===== config.mk =====
export PLATFORM = sky130hd
export DESIGN_NAME = mroe_alu
export DESIGN_NICKNAME = d
export VERILOG_FILES = /design/src/rtl/mroe_pkg.sv /design/src/rtl/mroe_alu.sv
export SDC_FILE = /design/constraint.sdc
export NUM_CORES = 2
export LEC_CHECK = 0
export ABC_CLOCK_PERIOD_IN_PS = 11100
export BUFFER_PORTS_ARGS = -buffer_cell sky130_fd_sc_hd__buf_2
export CORE_MARGIN = 1.5
export CORE_UTILIZATION = 67
export CTS_CLUSTER_DIAMETER = 200
export DETAILED_ROUTE_END_ITERATION = 10
export PLACE_DENSITY = 0.85
export SLEW_MARGIN = 10
export SYNTH_ARGS = -nofsm -noshare
export SYNTH_HDL_FRONTEND = slang
export SYNTH_SLANG_ARGS = --single-unit

===== constraint.sdc =====
create_clock -name clk -period 11.1 [get_ports clk]
set_input_delay 1.665 -clock clk [delete_from_list [all_inputs] [get_ports clk]]
set_output_delay 1.665 -clock clk [all_outputs]
set_load 0.02 [all_outputs]

===== src/rtl/mroe_pkg.sv =====
package mroe_pkg;

  localparam int DATA_W = 32;
  localparam int IDX_W  = 4;
  localparam int SIZE_W = 5;
  localparam int CMD_W  = 3;
  localparam int FRAC_W = 16;

  localparam logic [SIZE_W-1:0] SIZE_RESET = 5'd4;

  localparam logic [CMD_W-1:0] CMD_LOAD  = 3'd0;
  localparam logic [CMD_W-1:0] CMD_READ  = 3'd1;
  localparam logic [CMD_W-1:0] CMD_SCALE = 3'd2;
  localparam logic [CMD_W-1:0] CMD_ADD   = 3'd3;
  localparam logic [CMD_W-1:0] CMD_SWAP  = 3'd4;

  localparam logic [DATA_W-1:0] Q_MAX = 32'h7FFF_FFFF;
  localparam logic [DATA_W-1:0] Q_MIN = 32'h8000_0000;

  typedef struct packed {
    logic [DATA_W-1:0] value;
    logic              sat;
  } alu_res_t;

endpackage


===== src/rtl/mroe_alu.sv =====
module mroe_alu (
  input  logic                               clk,
  input  logic                               sel_b,
  input  logic signed [mroe_pkg::DATA_W-1:0] scalar,
  input  logic        [mroe_pkg::DATA_W-1:0] d_a,
  input  logic        [mroe_pkg::DATA_W-1:0] d_b,
  output mroe_pkg::alu_res_t                 res
);

  logic signed [mroe_pkg::DATA_W-1:0]   opnd;
  logic signed [2*mroe_pkg::DATA_W-1:0] prod_r;
  logic        [mroe_pkg::DATA_W-1:0]   acc_r;
  logic                                 p_ovf;
  logic        [mroe_pkg::DATA_W-1:0]   p_val;
  logic        [mroe_pkg::DATA_W:0]     sum;
  logic                                 s_ovf;
  logic        [mroe_pkg::DATA_W-1:0]   s_val;

  assign opnd = sel_b ? d_b : d_a;

  always_ff @(posedge clk) begin
    prod_r <= scalar * opnd;
    acc_r  <= d_a;
  end

  // dropping the low fraction bits is a floor; bits above bit 47 must be a sign extension
  assign p_ovf = prod_r[63:47] != {17{prod_r[47]}};
  assign p_val = p_ovf ? (prod_r[63] ? mroe_pkg::Q_MIN : mroe_pkg::Q_MAX)
                       : prod_r[47:16];

  assign sum   = {p_val[31], p_val} + {acc_r[31], acc_r};
  assign s_ovf = sum[32] != sum[31];
  assign s_val = s_ovf ? (sum[32] ? mroe_pkg::Q_MIN : mroe_pkg::Q_MAX) : sum[31:0];

  assign res.value = sel_b ? s_val : p_val;
  assign res.sat   = p_ovf | (sel_b & s_ovf);

endmodule


# Yosys cells after proc, flatten, opt, wreduce, memory -nomap -nowiden
# Index checks and enable logic that the tools add are counted.
[word_totals]
reg_bits = 96
latchBits = 0
ram_bits = 0
mem_bits_ro = 0
input_bits = 98
wordCells = 14
memories = 0
[classes]
n_addsub = 1
n_mul = 1
div = 0
order_cmp = 0
eq_ne = 2
n_shift = 0
muxes = 6
n_bitwise = 2
n_reduce_logical = 0
[ops]
columns = ["cell", "count"]
rows = [
  ["32-bit 2-to-1 mux", 6],
  ["32-bit by 32-bit multiplier with 64-bit output", 1],
  ["32-bit by 32-bit adder with 33-bit output", 1],
  ["16-bit inequality test", 1],
  ["1-bit AND", 1],
  ["1-bit inequality test", 1],
  ["1-bit bitwise OR", 1],
]

# Depth between registers and ports, before layout
[logic_depth]
word_depth = 6
ltp_mapped = 33

# Worst setup path after synthesis
# OpenSTA, ideal clock, no wires.
[synth_timing]
path_kind = "input -> register"
startpoint = "in sel_b"
endpoint = "reg prod_r[62] (netlist bit)"
setup_ns = 0.125
t_arrival_ns = 9.728
required_time_ns = 10.975
slack_ns = 1.247
path_stages = 29
n_path_buf = 4
path_cell_list = "buf_6 -> clkbuf_1 -> mux2_2 -> clkbuf_1 -> nand2_1 -> inv_1 -> fa_1 -> fa_1 -> inv_1 -> fa_1 -> inv_1 -> fa_1 -> inv_1 -> fa_1 -> inv_1 -> fa_1 -> inv_1 -> fa_1 -> inv_1 -> fa_1 -> ha_1 -> clkbuf_1 -> nand4_1 -> nor2_1 -> nand3_1 -> or3_1 -> o211ai_2 -> a221oi_1 -> xnor2_1"
[synth_via]
elab_chain_cells = 2
[synth_lines]
columns = ["element", "line", "text"]
rows = [
  ["start, declared", "mroe_alu.sv:3", "input logic sel_b,"],
  ["32-bit 2-to-1 mux", "mroe_alu.sv:19", "assign opnd = sel_b ? d_b : d_a;"],
  ["32-bit by 32-bit multiplier with 64-bit output", "mroe_alu.sv:22", "prod_r <= scalar * opnd;"],
  ["end signal, assigned", "mroe_alu.sv:22", ""],
  ["end, declared", "mroe_alu.sv:11", "logic signed [2*mroe_pkg::DATA_W-1:0] prod_r;"],
]
# Every way passes these cells.

# Final worst setup path
# Ends and elaborated chain as after synthesis.

==> metrics.md <==
| Metric | Value |
|---|---|
| Routed vias/inst | 6.02 |
| Total core area | 60100 um2 |
| Post-CTS setup buffer count | 0 |
| Die H | roughly 250 um |
| Top cell family by delay on the critical path | adder cells |
| Count leader, synth | fa_1 |
| Critical Path Sink Type | register |
| Final non-filler cell area | 42000 um2 |
| Tcrit/Tclk final | 0.927 |
| Unrepaired setup endpoints after global routing | no |
| Sink Count | 80 |
| Hold endpoint | acc_r[27] |
| Most used cell, CP | fa_1 |
| Post-synthesis register bit count | 80 |
| CTS tree | yes |
| Slowest cell on crit path | mux2_2 |
| Net Count, Synth | 5815 |
| Worst path bufs/invs | 8 |
| Post-synth top flop | dfxtp_1 |
| Max-Cap Viols | 0 |
| HP Start | d_a[27] |
| Crit path largest cell delay | 0.83 ns |
| Relative slew slack | 0.273 |
| First-pass GRT wire length | between 150000 and 200000 um |
| Post-synth EDFFs | 0 |
| Crit Path Class | input port to register |
| Yosys Warn Count | 0 |
| Mapped Avg Cell Area | ~9.2 um2 |
| 1st-iter DRT viols | around 2600 |
| Vias | between 30000 and 40000 |
| Total Nets Final | between 5000 and 6000 |
| I/O pin count | 131 |
| Vias in the first global route | 35000 |
| PortBufs | 130 |
| Share of post-route cells with drive strength above 1 | 0.0572 |
| Std-Cell Rows | 90 |
| Die Area | 62200 um2 |
| Sequential fraction of the synthesis area | 0.0394 |
| Post-CTS Resized | 0 |
| Hold_buf cts | 0 |
| Fmax | 0.0972 GHz |
| Area of the multi-input gates | ~34000 um2 |
| Count of cell types in the netlist | 70 |
| HPWL Detailed | 88600 um |
| Critical Path Fanout Max | around 50 |
| Final setup vio count | 0 |
| Setup TNS after final layout | 0 ns |
| Status | complete, no violations |
| Area Overhead vs Synth | 3.36% |
| Post-layout worst setup margin | 0.812 ns |
| Post-synthesis cell count | 4423 |
| CP required | between 10 and 15 ns |
| # fillers | 4417 |
| Hold WC Path Type | input port to register |
| Hold Path Cell Cnt | 1 |
| Yosys top cell by area | fa_1 |
| Routed length per instance | around 22 um |
| Crit path from | sel_b |
| Top cells by area, synth | fa_1, inv_1, and2_1, ha_1, nand2_1 |
| GRT Overall Usage | 0.384 |
| CP Launch Type | input port |
| Register area | 1600 um2 |
| Largest net degree at the start of global routing | 50 |
| Fin crit period | 10.29 ns |
| Horiz. Die Dim | 249 um |
| Layout Utilization | 0.699 |
| Slew @ Worst Pin | 1.09 ns |
| Post-DP Area | 41700 um2 |
| WL final | 113000 um |
| Initial antenna violation count | 5 |
| Cts bufs inserted | 9 |
| Post-synthesis cell area | 40700 um2 |
| CP arrival | 10.51 ns |
| Most common library cells after synthesis | fa_1, inv_1, nand2_1 |
| Clock Tree Root | clkbuf_16 |
| Clock transition at path regs | 0.06 ns |
| Place WS | 0.495 ns |
| GPL Wtd Cong | 0.985 |
| Total congestion overflow | 0 |
| Final ANT Viol Nets | 0 |
| Area share of the largest cell type after synthesis | 0.533 |
| Worst-case clock buffer depth | 2 |
| Max Slew Vio Count | 0 |
| Residual DRC | 0 |
| Drt pass-1 iters | 6 |
| Initial Util | 0.676 |
| H-Tree Depth | 3 |
| Final Hold Viols | 0 |
| Async S/R FF share, synth | 0 |
[area by class of cell]
cell class,instances,area share
Multi-Input combinational cell,3087,0.818
Inverter,1019,0.0910
Sequential cell,80,0.0381
Tap cell,782,0.0233
Timing Repair Buffer,167,0.0221
Clock buffer,11,0.00577
Clock inverter,5,0.00149
Antenna cell,3,0.000179
[placed cells by master, fill, tap and decap left out, types with 6 or more instances in the layout]
| cell type | n |
|---|---|
| a21o_1 | 43 |
| buf_4 | 38 |
| xor2_1 | 29 |
| o21bai_1 | 11 |
| nand2b_1 | 12 |
| dfxtp_1 | 80 |
| nor3_1 | 16 |
| nand4_1 | 15 |
| and4_1 | 6 |
| inv_1 | 1019 |
| a31oi_1 | 33 |
| xnor2_1 | 56 |
| nand2_1 | 546 |
| nor4_1 | 6 |
| or2_2 | 11 |
| nor2_1 | 96 |
| nor2b_1 | 98 |
| a21oi_1 | 103 |
| o21ai_0 | 103 |
| nand3_1 | 21 |
| and3_1 | 15 |
| and2_1 | 429 |
| o21a_1 | 11 |
| a211oi_1 | 13 |
| mux2_2 | 29 |
| buf_2 | 129 |
| ha_1 | 212 |
| clkbuf_16 | 9 |
| fa_1 | 1082 |
| o211ai_1 | 9 |
[flip-flops by register name, summed over array words and instances, names as in the netlist]
register,count
acc_r,32
prod_r,48
[routing by layer]
| metal | GRT usage | routed length (um) | vias up |
|---|---|---|---|
| met1 | 0.429 | 36800 | 15700 |
| met5 | 0 | 0 | - |
| met3 | 0.0641 | 9840 | 707 |
| met2 | 0.654 | 55400 | 1813 |
| met4 | 0.306 | 11300 | 0 |
| li1 | - | - | 12800 |
[worst max path at each step]
stage	endpoint	depth (start not counted)
3_3_place_gp	prod_r[62]	26
6_report	prod_r[62]	26
4_1_cts	prod_r[62]	26
3_5_place_dp	prod_r[62]	26
5_1_grt	prod_r[62]	26
2_1_floorplan	prod_r[62]	29
[through the flow]
stage | cells | hold slack [ns]
6_report | 5154 | 1.43
5_1_grt | 5152 | 1.43
4_1_cts | 5151 | 1.43
3_5_place_dp | 5135 | 1.78
3_3_place_gp | 5135 | 1.78
2_1_floorplan | 4423 | 1.69
[cell families (layout without fill, tap and decap cells)]
group / Yosys count / count (layout) / synth area share
AOI/OAI and AO/OA: 386 / 386 / 0.0601
xor gates and xnor gates: 86 / 86 / 0.0185
adders and majority gates: 1294 / 1294 / 0.598
buffers and inverters: 1256 / 1202 / 0.117
DFF: 80 / 80 / 0.0394
muxes: 34 / 34 / 0.00935
other: 0 / 3 / 0
and+or+nand+nor: 1287 / 1287 / 0.158
Power is not shown: default switching activity piles up to over one toggle a cycle in this logic, so the estimate is an artifact.
