**config.mk**
```make
export PLATFORM = sky130hd
export DESIGN_NAME = mroe_seq
export DESIGN_NICKNAME = d
export VERILOG_FILES = /design/src/rtl/mroe_pkg.sv /design/src/rtl/mroe_seq.sv
export SDC_FILE = /design/constraint.sdc
export NUM_CORES = 1
export LEC_CHECK = 0
export ABC_AREA = 1
export ABC_CLOCK_PERIOD_IN_PS = 3200
export BUFFER_PORTS_ARGS = -buffer_cell sky130_fd_sc_hd__buf_2
export CORE_MARGIN = 4
export CORE_UTILIZATION = 46
export CTS_CLUSTER_DIAMETER = 100
export DETAILED_ROUTE_END_ITERATION = 7
export PLACE_DENSITY = 0.79
export SLEW_MARGIN = 40
export SYNTH_ARGS = -nofsm -noshare
export SYNTH_HDL_FRONTEND = slang
export SYNTH_SLANG_ARGS = --single-unit
```
**constraint.sdc**
```tcl
create_clock -name clk -period 3.2 [get_ports clk]
set_clock_uncertainty 0.15 [all_clocks]
set_input_delay 0.64 -clock clk [delete_from_list [all_inputs] [get_ports clk]]
set_output_delay 0.64 -clock clk [all_outputs]
set_load 0.05 [all_outputs]
```
**src/rtl/mroe_pkg.sv**
```systemverilog
package mroe_pkg;

  localparam int DATA_W = 32;
  localparam int IDX_W  = 4;
  localparam int SIZE_W = 5;
  localparam int CMD_W  = 3;
  localparam int FRAC_W = 16;

  localparam logic [SIZE_W-1:0] SIZE_RESET = 5'd4;

  localparam logic [CMD_W-1:0] CMD_LOAD  = 3'd0;
  localparam logic [CMD_W-1:0] CMD_READ  = 3'd1;
  localparam logic [CMD_W-1:0] CMD_SCALE = 3'd2;
  localparam logic [CMD_W-1:0] CMD_ADD   = 3'd3;
  localparam logic [CMD_W-1:0] CMD_SWAP  = 3'd4;

  localparam logic [DATA_W-1:0] Q_MAX = 32'h7FFF_FFFF;
  localparam logic [DATA_W-1:0] Q_MIN = 32'h8000_0000;

  typedef struct packed {
    logic [DATA_W-1:0] value;
    logic              sat;
  } alu_res_t;

endpackage

```
**src/rtl/mroe_seq.sv**
```systemverilog
module mroe_seq #(
  parameter int MAX_DIM = 16,
  parameter int AW      = 8
) (
  input  logic                               clk,
  input  logic                               rst_n,
  input  logic                               start,
  output logic                               busy,
  input  logic        [mroe_pkg::CMD_W-1:0]  in_command,
  input  logic        [mroe_pkg::IDX_W-1:0]  in_row_a,
  input  logic        [mroe_pkg::IDX_W-1:0]  in_row_b,
  input  logic        [mroe_pkg::IDX_W-1:0]  in_column,
  input  logic signed [mroe_pkg::DATA_W-1:0] in_scalar,
  input  logic signed [mroe_pkg::DATA_W-1:0] in_element_in,
  input  logic                               cfg_we,
  input  logic        [mroe_pkg::SIZE_W-1:0] cfg_matrix_size,
  output logic                               mem_we,
  output logic        [AW-1:0]               mem_waddr,
  output logic        [mroe_pkg::DATA_W-1:0] mem_wdata,
  output logic        [AW-1:0]               mem_raddr_a,
  output logic        [AW-1:0]               mem_raddr_b,
  input  logic        [mroe_pkg::DATA_W-1:0] mem_rdata_a,
  input  logic        [mroe_pkg::DATA_W-1:0] mem_rdata_b,
  output logic signed [mroe_pkg::DATA_W-1:0] alu_scalar,
  output logic                               alu_sel_b,
  input  mroe_pkg::alu_res_t                 alu_res,
  output logic                               out_valid,
  output logic signed [mroe_pkg::DATA_W-1:0] out_element_out,
  output logic                               out_status,
  output logic                               out_saturated
);

  localparam int SW = mroe_pkg::SIZE_W;
  localparam int IW = mroe_pkg::IDX_W;
  localparam int DW = mroe_pkg::DATA_W;

  localparam logic [1:0] ST_IDLE  = 2'd0;
  localparam logic [1:0] ST_READ  = 2'd1;
  localparam logic [1:0] ST_RUN   = 2'd2;
  localparam logic [1:0] ST_DRAIN = 2'd3;

  function automatic logic [AW-1:0] cell_addr(input logic [IW-1:0] r,
                                               input logic [SW-1:0] c);
    cell_addr = AW'(32'(r) * MAX_DIM + 32'(c));
  endfunction

  logic [1:0]                  state_r, state_nxt;
  logic [mroe_pkg::CMD_W-1:0]  cmd_r, cmd_nxt;
  logic [IW-1:0]               ra_r, ra_nxt;
  logic [IW-1:0]               rb_r, rb_nxt;
  logic [SW-1:0]               n_r, n_nxt;
  logic [SW-1:0]               m_r, m_nxt;
  logic signed [DW-1:0]        k_r, k_nxt;
  logic                        phase_r, phase_nxt;
  logic                        v1_r, v2_r, hold_v_r;
  logic [SW-1:0]               m1_r, m2_r, hold_m_r;
  logic [DW-1:0]               hold_d_r;
  logic                        sat_r, sat_nxt;
  logic [SW-1:0]               cfg_size_r;
  logic                        out_valid_r, out_valid_nxt;
  logic [DW-1:0]               out_element_r, out_element_nxt;
  logic                        out_status_r, out_status_nxt;
  logic                        out_saturated_r, out_saturated_nxt;

  logic          accept;
  logic [SW-1:0] n_cur;
  logic          ra_ok, rb_ok, col_ok;
  logic          issue, last;

  assign accept = start && (state_r == ST_IDLE);
  assign busy   = state_r != ST_IDLE;

  assign n_cur  = (32'(cfg_size_r) > MAX_DIM) ? SW'(MAX_DIM) : cfg_size_r;
  assign ra_ok  = {1'b0, in_row_a} < n_cur;
  assign rb_ok  = {1'b0, in_row_b} < n_cur;
  assign col_ok = {1'b0, in_column} < n_cur;

  // swap issues reads only while phase_r is low so its two writes per column share the port
  assign issue = (state_r == ST_RUN) && ((cmd_r != mroe_pkg::CMD_SWAP) || !phase_r);
  assign last  = issue && (m_r == n_r - SW'(1));

  assign mem_raddr_a = (state_r == ST_IDLE) ? cell_addr(in_row_a, {1'b0, in_column})
                                            : cell_addr(ra_r, m_r);
  assign mem_raddr_b = cell_addr(rb_r, m_r);

  assign alu_scalar = k_r;
  assign alu_sel_b  = cmd_r == mroe_pkg::CMD_ADD;

  always_comb begin
    mem_we    = 1'b0;
    mem_waddr = cell_addr(ra_r, m2_r);
    mem_wdata = alu_res.value;
    if (accept && (in_command == mroe_pkg::CMD_LOAD) && ra_ok && col_ok) begin
      mem_we    = 1'b1;
      mem_waddr = cell_addr(in_row_a, {1'b0, in_column});
      mem_wdata = in_element_in;
    end else if (v2_r) begin
      mem_we = 1'b1;
    end else if (v1_r && (cmd_r == mroe_pkg::CMD_SWAP)) begin
      mem_we    = 1'b1;
      mem_waddr = cell_addr(ra_r, m1_r);
      mem_wdata = mem_rdata_b;
    end else if (hold_v_r) begin
      mem_we    = 1'b1;
      mem_waddr = cell_addr(rb_r, hold_m_r);
      mem_wdata = hold_d_r;
    end
  end

  always_comb begin
    state_nxt         = state_r;
    cmd_nxt           = cmd_r;
    ra_nxt            = ra_r;
    rb_nxt            = rb_r;
    n_nxt             = n_r;
    m_nxt             = m_r;
    k_nxt             = k_r;
    phase_nxt         = phase_r;
    sat_nxt           = sat_r;
    out_valid_nxt     = 1'b0;
    out_element_nxt   = '0;
    out_status_nxt    = 1'b0;
    out_saturated_nxt = 1'b0;

    if (v2_r) begin
      sat_nxt = sat_r | alu_res.sat;
    end

    unique case (state_r)
      ST_IDLE: begin
        if (start) begin
          cmd_nxt   = in_command;
          ra_nxt    = in_row_a;
          rb_nxt    = in_row_b;
          k_nxt     = in_scalar;
          n_nxt     = n_cur;
          m_nxt     = '0;
          phase_nxt = 1'b0;
          sat_nxt   = 1'b0;
          unique case (in_command) inside
            mroe_pkg::CMD_LOAD: begin
              out_valid_nxt  = 1'b1;
              out_status_nxt = !(ra_ok && col_ok);
            end
            mroe_pkg::CMD_READ: begin
              if (ra_ok && col_ok) begin
                state_nxt = ST_READ;
              end else begin
                out_valid_nxt  = 1'b1;
                out_status_nxt = 1'b1;
              end
            end
            mroe_pkg::CMD_SCALE: begin
              if (ra_ok) begin
                state_nxt = ST_RUN;
              end else begin
                out_valid_nxt  = 1'b1;
                out_status_nxt = 1'b1;
              end
            end
            mroe_pkg::CMD_ADD, mroe_pkg::CMD_SWAP: begin
              if (ra_ok && rb_ok) begin
                state_nxt = ST_RUN;
              end else begin
                out_valid_nxt  = 1'b1;
                out_status_nxt = 1'b1;
              end
            end
            default: begin
              out_valid_nxt = 1'b1;
            end
          endcase
        end
      end
      ST_READ: begin
        out_valid_nxt   = 1'b1;
        out_element_nxt = mem_rdata_a;
        state_nxt       = ST_IDLE;
      end
      ST_RUN: begin
        phase_nxt = ~phase_r;
        if (issue) begin
          m_nxt = m_r + SW'(1);
        end
        if (last) begin
          state_nxt = ST_DRAIN;
        end
      end
      ST_DRAIN: begin
        if (!v1_r && !v2_r && !hold_v_r) begin
          out_valid_nxt     = 1'b1;
          out_saturated_nxt = sat_r;
          state_nxt         = ST_IDLE;
        end
      end
      default: begin
        state_nxt = ST_IDLE;
      end
    endcase
  end

  always_ff @(posedge clk) begin
    if (!rst_n) begin
      state_r     <= ST_IDLE;
      v1_r        <= 1'b0;
      v2_r        <= 1'b0;
      hold_v_r    <= 1'b0;
      out_valid_r <= 1'b0;
      cfg_size_r  <= mroe_pkg::SIZE_RESET;
    end else begin
      state_r     <= state_nxt;
      v1_r        <= issue;
      v2_r        <= v1_r && (cmd_r != mroe_pkg::CMD_SWAP);
      hold_v_r    <= v1_r && (cmd_r == mroe_pkg::CMD_SWAP);
      out_valid_r <= out_valid_nxt;
      if (cfg_we) begin
        cfg_size_r <= cfg_matrix_size;
      end
    end
  end

  always_ff @(posedge clk) begin
    cmd_r           <= cmd_nxt;
    ra_r            <= ra_nxt;
    rb_r            <= rb_nxt;
    n_r             <= n_nxt;
    m_r             <= m_nxt;
    k_r             <= k_nxt;
    phase_r         <= phase_nxt;
    sat_r           <= sat_nxt;
    m1_r            <= m_r;
    m2_r            <= m1_r;
    hold_m_r        <= m1_r;
    hold_d_r        <= mem_rdata_a;
    out_element_r   <= out_element_nxt;
    out_status_r    <= out_status_nxt;
    out_saturated_r <= out_saturated_nxt;
  end

  assign out_valid       = out_valid_r;
  assign out_element_out = out_element_r;
  assign out_status      = out_status_r;
  assign out_saturated   = out_saturated_r;

endmodule

```
# Word level (Yosys, flattened, before mapping)
# Cells that the tools add are included.
word_totals:
  regBits: 142
  latchBits: 0
  mem_bits_rw: 0
  romBits: 0
  out_inout_bits: 126
  wordCells: 119
  mem_count: 0
classes:
  addsub: 8
  multipliers: 0
  n_div: 0
  magnitude_cmp: 4
  n_eq_ne: 19
  n_shift: 0
  n_mux: 38
  n_bitwise: 2
  reduce_logical: 28
ops:
  columns: ["operator", "count"]
  rows:
  - ["2-to-1 mux 32 bit", 4]
  - ["adder 8 x 5 -> 8 bit", 5]
  - ["2-to-1 mux 8 bit", 5]
  - ["< comparator 4 x 5 -> 1 bit", 3]
  - ["2-to-1 mux 5 bit", 3]
  - ["2-to-1 mux 1 bit", 13]
  - ["logical AND 1 bit", 12]
  - ["2-to-1 mux 2 bit", 6]
  - ["!= test 3 bit (second input constant)", 4]
  - ["one-hot mux 5 bit (2 select lines)", 1]
  - ["== test 3 x 2 -> 1 bit (second input constant)", 3]
  - ["adder 8 x 4 -> 8 bit", 1]
  - ["!= test 2 bit (second input constant)", 4]
  - ["one-hot mux 2 bit (4 select lines)", 1]
  - ["AND reduction 7 bit", 1]
  - ["== test 3 bit (second input constant)", 2]
  - ["one-hot mux 1 bit (3 select lines)", 2]
  - ["one-hot mux 2 bit (3 select lines)", 1]
  - ["AND reduction 2 bit", 3]
  - ["adder 5 x 1 -> 5 bit (second input constant)", 1]
  - ["== test 5 bit", 1]
  - ["> comparator 5 bit (second input constant)", 1]
  - ["zero test 1 bit", 5]
  - ["subtractor 5 x 1 -> 5 bit (second input constant)", 1]
  - ["14 further kinds", 16]

# Logic depth before layout (Yosys ltp)
depth:
  ltp_word: 8
  depth_mapped: 15
  ltp_nobuf: 14

# Worst setup path after synthesis
# Ideal clock, no wire load.
synth_path:
  kind: "flip-flop to output port"
  startpoint: "register cfg_size_r[0]"
  endpoint: "output mem_waddr[4]"
  arrival_ns: 2.864
  path_slack_ns: -0.454
  path_stages_with_launch: 15
  n_path_buf: 1
  path_cell_list: "dfxtp_1 -> nor2_1 -> nand2_1 -> nand2_2 -> nand2_1 -> ha_1 -> a21oi_1 -> o21ai_1 -> a21oi_2 -> nand2_1 -> inv_2 -> nand2_4 -> inv_6 -> buf_4 -> o31ai_1"
synth_between:
  elab_chain_len: 6
synth_lines:
  columns: ["item", "line", "source"]
  rows:
  - ["start: declaration", "mroe_seq.sv:59", "logic [SW-1:0] cfg_size_r;"]
  - ["start signal: assignment", "mroe_seq.sv:209", "cfg_size_r <= mroe_pkg::SIZE_RESET;"]
  - ["start signal: assignment", "mroe_seq.sv:217", "cfg_size_r <= cfg_matrix_size;"]
  - ["> comparator 5 bit", "mroe_seq.sv:73", "assign n_cur = (32'(cfg_size_r) > MAX_DIM) ? SW'(MAX_DIM) : cfg_size_r;"]
  - ["2-to-1 mux 5 bit (*)", "mroe_seq.sv:73", null]
  - ["< comparator 4 x 5 -> 1 bit", "mroe_seq.sv:74", "assign ra_ok = {1'b0, in_row_a} < n_cur;"]
  - ["logical AND 1 bit", "mroe_seq.sv:93", "if (accept && (in_command == mroe_pkg::CMD_LOAD) && ra_ok && col_ok) begin"]
  - ["logical AND 1 bit (*)", "mroe_seq.sv:93", null]
  - ["2-to-1 mux 8 bit (*)", "mroe_seq.sv:93", null]
  - ["end: declaration", "mroe_seq.sv:18", "output logic [AW-1:0] mem_waddr,"]
# Mark *: on every way between the ends. The rest lies on a longest branch, timed or not.

# Worst setup path in the final report
layout_path:
  startpoint: "register cfg_size_r[3]"
  endpoint: "output mem_wdata[19] (netlist bit)"
layout_between:
  elab_chain_len: 6
layout_lines:
  columns: ["item", "line", "source"]
  rows:
  - ["> comparator 5 bit", "mroe_seq.sv:73", null]
  - ["2-to-1 mux 5 bit (*)", "mroe_seq.sv:73", null]
  - ["< comparator 4 x 5 -> 1 bit", "mroe_seq.sv:74", null]
  - ["logical AND 1 bit", "mroe_seq.sv:93", null]
  - ["logical AND 1 bit (*)", "mroe_seq.sv:93", null]
  - ["2-to-1 mux 32 bit (*)", "mroe_seq.sv:93", null]
  - ["end: declaration", "mroe_seq.sv:19", "output logic [mroe_pkg::DATA_W-1:0] mem_wdata,"]
# Marked as above.

==> reports/summary.md <==
The flow ran to the end, but the final reports show violations. The final reports fail on negative setup slack. The capturing element of the worst setup path is mem_wdata[19]. Of the available clock period, the critical path in the final layout requires 111.6%. In the synthesized netlist, mux cells make up 0.6613% of the area. The max-slew violation total from the final report was 0; the number of enable flip-flop cells after synthesis was 54. For the detailed-routing iteration count for the pre-antenna-repair pass, the log shows 5. The endpoint identified for the worst register-to-register timing path is state_r[0]. In the routed design, unresolved DRC markers number 0. The arithmetic-cell share of the synthesized area counting full adders, half adders and majority gates was 4.340%; the maximum clock path buffer count was 2.

The tools report the total overflow reported by the global router as 0. The final layout contains routed wiring with a total length of 20.65 mm. The run gives 2.78 ns as the arrival time of data at the critical path endpoint. The final setup violation count was 41. The startpoint kind of the worst setup timing path is a flop. In this run the cell area of the synthesized design comes to 6055 um^2. The global-route met1 utilization came out at 29.83%.

Setup slack on the worst reg-to-reg path comes out at 0.59 ns. Setup repair after global routing could not meet its margin everywhere. The run gives 0.004680 uW as the leakage power figure.

The delay of the slowest cell on the worst path works out to 0.32 ns. Of all cell types, the one taking the most synthesized area is sky130_fd_sc_hd__dfxtp_1. In the synthesized netlist the dominant register cell turns out to be sky130_fd_sc_hd__dfxtp_1. Buffers inserted during clock tree synthesis total 17. Clock-pin slew was measured on the worst setup and hold paths at 0.07 ns. With fillers left out, the area of the finished cells amounts to 9614 um^2.

The parity-gate share of the synthesized area counting xor and xnor cells works out to 2.170%. Share of the synthesized area in compound gates (AO/OA/AOI/OAI): 12.40%. The proportion of netlist area held by the largest area contributor was 29.10%. The worst register-to-register path has a depth of 19. Worst-skew pair later-pin latency: 0.43 ns.

The run gives 0 as the hold buffer count at CTS. The vias per cell is 5.089, and the fraction of registers with async set or reset after synthesis is 0%. The final worst hold slack is 0.1784 ns, and the largest net degree at the start of global routing is 38. In the post-synthesis netlist, the cell with the most instances is sky130_fd_sc_hd__nand2_1. In this run the horizontal extent of the chip is 122.7 um. At the worst endpoint, the required time is 2.41 ns. Core area: 12,770 um^2. In this run the number of H-tree levels came out at 4. The source of the worst register-to-register timing path was cfg_size_r[3]. Setup total negative slack on the finished layout was measured at -12.49 ns.

The overall die area is 15,060 um^2. The run gives -0.3718 ns as the worst setup slack after layout. The actual slew at the worst max-slew pin was 0.4473 ns; the number of distinct library cell variants in the gate-level netlist after synthesis was 36. The yosys synthesis warning count was 0; the y dimension of the die was 122.7 um.

Weighted congestion at the end of routability-driven global placement: 0.8821. The global routing's busiest layer is met2. In this run the mean area of a mapped cell was 9.656 um^2. The minimum period implied by the final worst setup slack came out at 3.572 ns. The worst setup path is of the reg2out kind. The number of rows created at floorplan is 41.

Summing all placed instances gives a cell area of 8075 um^2. 0 antenna diodes ended up in the layout. The final standard cell count with taps included and fillers excluded is 1,168.

During placement, the flow inserted port buffers numbering 310. Net count reported at finish: 1,189. In the final routed layout, each cell accounts on average for 17.68 um. Yosys attributes the largest share of cell area to sky130_fd_sc_hd__dfxtp_1 (29%), sky130_fd_sc_hd__edfxtp_1 (27%), sky130_fd_sc_hd__nand2_1 (6.8%). Largest voltage drop on the vdd net: 0.5796 mV. Among the stages of the critical path, the cell type that occurs most often is sky130_fd_sc_hd__nand2_4.

The first routing iteration left 387 violations. Compared with the post-synthesis result, the final layout area differs by 58.79%. The initial antenna violation count was 0.

The number of global-route vias before repair is 5,863, and the normalized max-slew margin is 70.18%. In the global route stage, met2 resource usage came out at 44.55%. The max capacitance violation total was 0; the number of vias after detailed routing was 5,944. Dividing total power by cell area gives a power density of 544.8 nW/um^2. Residual antenna-violating net count after detailed routing: 0. After synthesis, the most frequently instantiated cells are sky130_fd_sc_hd__nand2_1 (110), sky130_fd_sc_hd__nor2_1 (94), sky130_fd_sc_hd__dfxtp_1 (88), sky130_fd_sc_hd__inv_1 (65), sky130_fd_sc_hd__edfxtp_1 (54). Tracing the worst setup path back leads to its startpoint at cfg_size_r[3]. The total of flip-flops plus latches after synthesis was 142.

For this run, the share of the core covered by cells in the final layout is 75.27%. The classification of the worst-slack hold path was in2reg. STA classifies the critical path endpoint as a primary output.

In the global route stage, overall resource usage came out at 26.15%. The net count of the mapped netlist is 833. Starting utilization of the core area: 47.40%. Once placement completed, the tool counted placed cells totaling 1,115. Of the cells placed in the final design, the portion with a size suffix greater than 1 is 50.40%.

311 I/O pins were placed. Synthesis handed over a netlist of 627 instances. The first global-routing pass estimated 29.53 mm of wire. The instance count along the most critical hold path is 1.

For this run, the register share of the synthesized area comes to 55.88%. The upper clock frequency limit came out at 280.0 MHz. Total count of hold-check failures in the final report: 0. The buffer cell driving the clock tree root was sky130_fd_sc_hd__clkbuf_16.

The clock drives 142 sinks. Among all stages on the critical path, the largest delay is contributed by sky130_fd_sc_hd__dfxtp_2. Summed over all nets, the half-perimeter wirelength after detailed placement is 14.12 mm.

The synthesized netlist devotes 16.49% of its cell area to simple gates. TritonCTS built the clock tree. The largest driver fanout on the critical path was 8; the met3 capacity usage during global routing was 8.479%.

Traced cell by cell, the critical path runs through nor2_1, nand2_1, nand2_4, nand2_4, ha_4, nand2_4, o21ai_4, a21oi_2, nand2_1, inv_2, nand2_4, clkinv_8, buf_12, buf_8, o31ai_4, buf_6. Largest family of logic cells by synthesized area: simple AND/OR/NAND/NOR gates.
-- area by class of cell --
cell class                      count  area, um^2
Inverter                           70       275.3
Clock inverter                     15       130.1
Multi-Input combinational cell    387        2796
Sequential cell                   142        3386
Fill cell                         864        3159
Tap cell                          172       215.2
Timing Repair Buffer              365        2386
Clock buffer                       17       425.4
-- worst min path at each step --
stage               startpoint           end
3_3_place_gp           m1_r[3]   hold_m_r[3]
3_5_place_dp           m1_r[1]   hold_m_r[1]
2_1_floorplan          m1_r[0]   hold_m_r[0]
4_1_cts        mem_rdata_a[15]  hold_d_r[15]
5_1_grt        mem_rdata_a[21]  hold_d_r[21]
6_report       mem_rdata_a[15]  hold_d_r[15]
-- state kept, by name, indices dropped and copies added (netlist names), 2 cells and up --
name,cells
hold_d_r,32
n_r,5
m_r,5
alu_scalar,32
cmd_r,3
out_element_out,32
cfg_size_r,5
rb_r,4
ra_r,4
m1_r,5
hold_m_r,5
state_r,2
-- kinds of logic after synthesis --
group | after synthesis
compound gates | 108
xor+xnor | 15
fa+ha+maj | 21
buf+inv | 98
flops | 142
mux | 4
simple gates | 239
-- through the flow --
stage | power, uW | worst slack, ns
6_report | 5238 | -0.3718
5_1_grt | 5452 | -0.4791
4_1_cts | 5209 | -0.3193
3_3_place_gp | 3216 | -0.008741
3_5_place_dp | 3237 | -0.1180
2_1_floorplan | 2884 | -0.4327
-- what timing repair did --
item / CTS / global route
cloned: 2 / 0
pin swaps: 15 / 11
resized for setup: 159 / 31
setup endpoints to repair: 41 / 41
setup buffers: 11 / 8
-- metal layers --
layer | vias to the layer above | share of wire, %
met5 | - | 0
met4 | 0 | 3.5
met3 | 59 | 8.4
met2 | 308 | 52
met1 | 2752 | 36
li1 | 2825 | -
-- critical path, delay by kind of cell, from the launching register on --
kind            cells  cell delay (ns)
compound gates      3             0.42
fa+ha+maj           1             0.28
buf+inv             5             0.64
flops               1             0.32
simple gates        7             0.68
-- cell usage in the layout (no fill, tap or decap), types with 26 or more instances in the layout --
| cell | n |
|---|---|
| sky130_fd_sc_hd__buf_2 | 269 |
| sky130_fd_sc_hd__buf_4 | 39 |
| sky130_fd_sc_hd__buf_6 | 45 |
| sky130_fd_sc_hd__dfxtp_1 | 86 |
| sky130_fd_sc_hd__edfxtp_1 | 54 |
| sky130_fd_sc_hd__inv_1 | 64 |
| sky130_fd_sc_hd__nand2_1 | 76 |
| sky130_fd_sc_hd__nand2_2 | 26 |
| sky130_fd_sc_hd__nor2_1 | 92 |
| sky130_fd_sc_hd__o22ai_1 | 36 |
| sky130_fd_sc_hd__o31ai_4 | 26 |
-- power by group --
part           switching, uW  internal, uW
logic                    866           453
clock network            819          1020
registers               63.6          2020
total                   1750          3490
(Power assumes the default switching activity.)
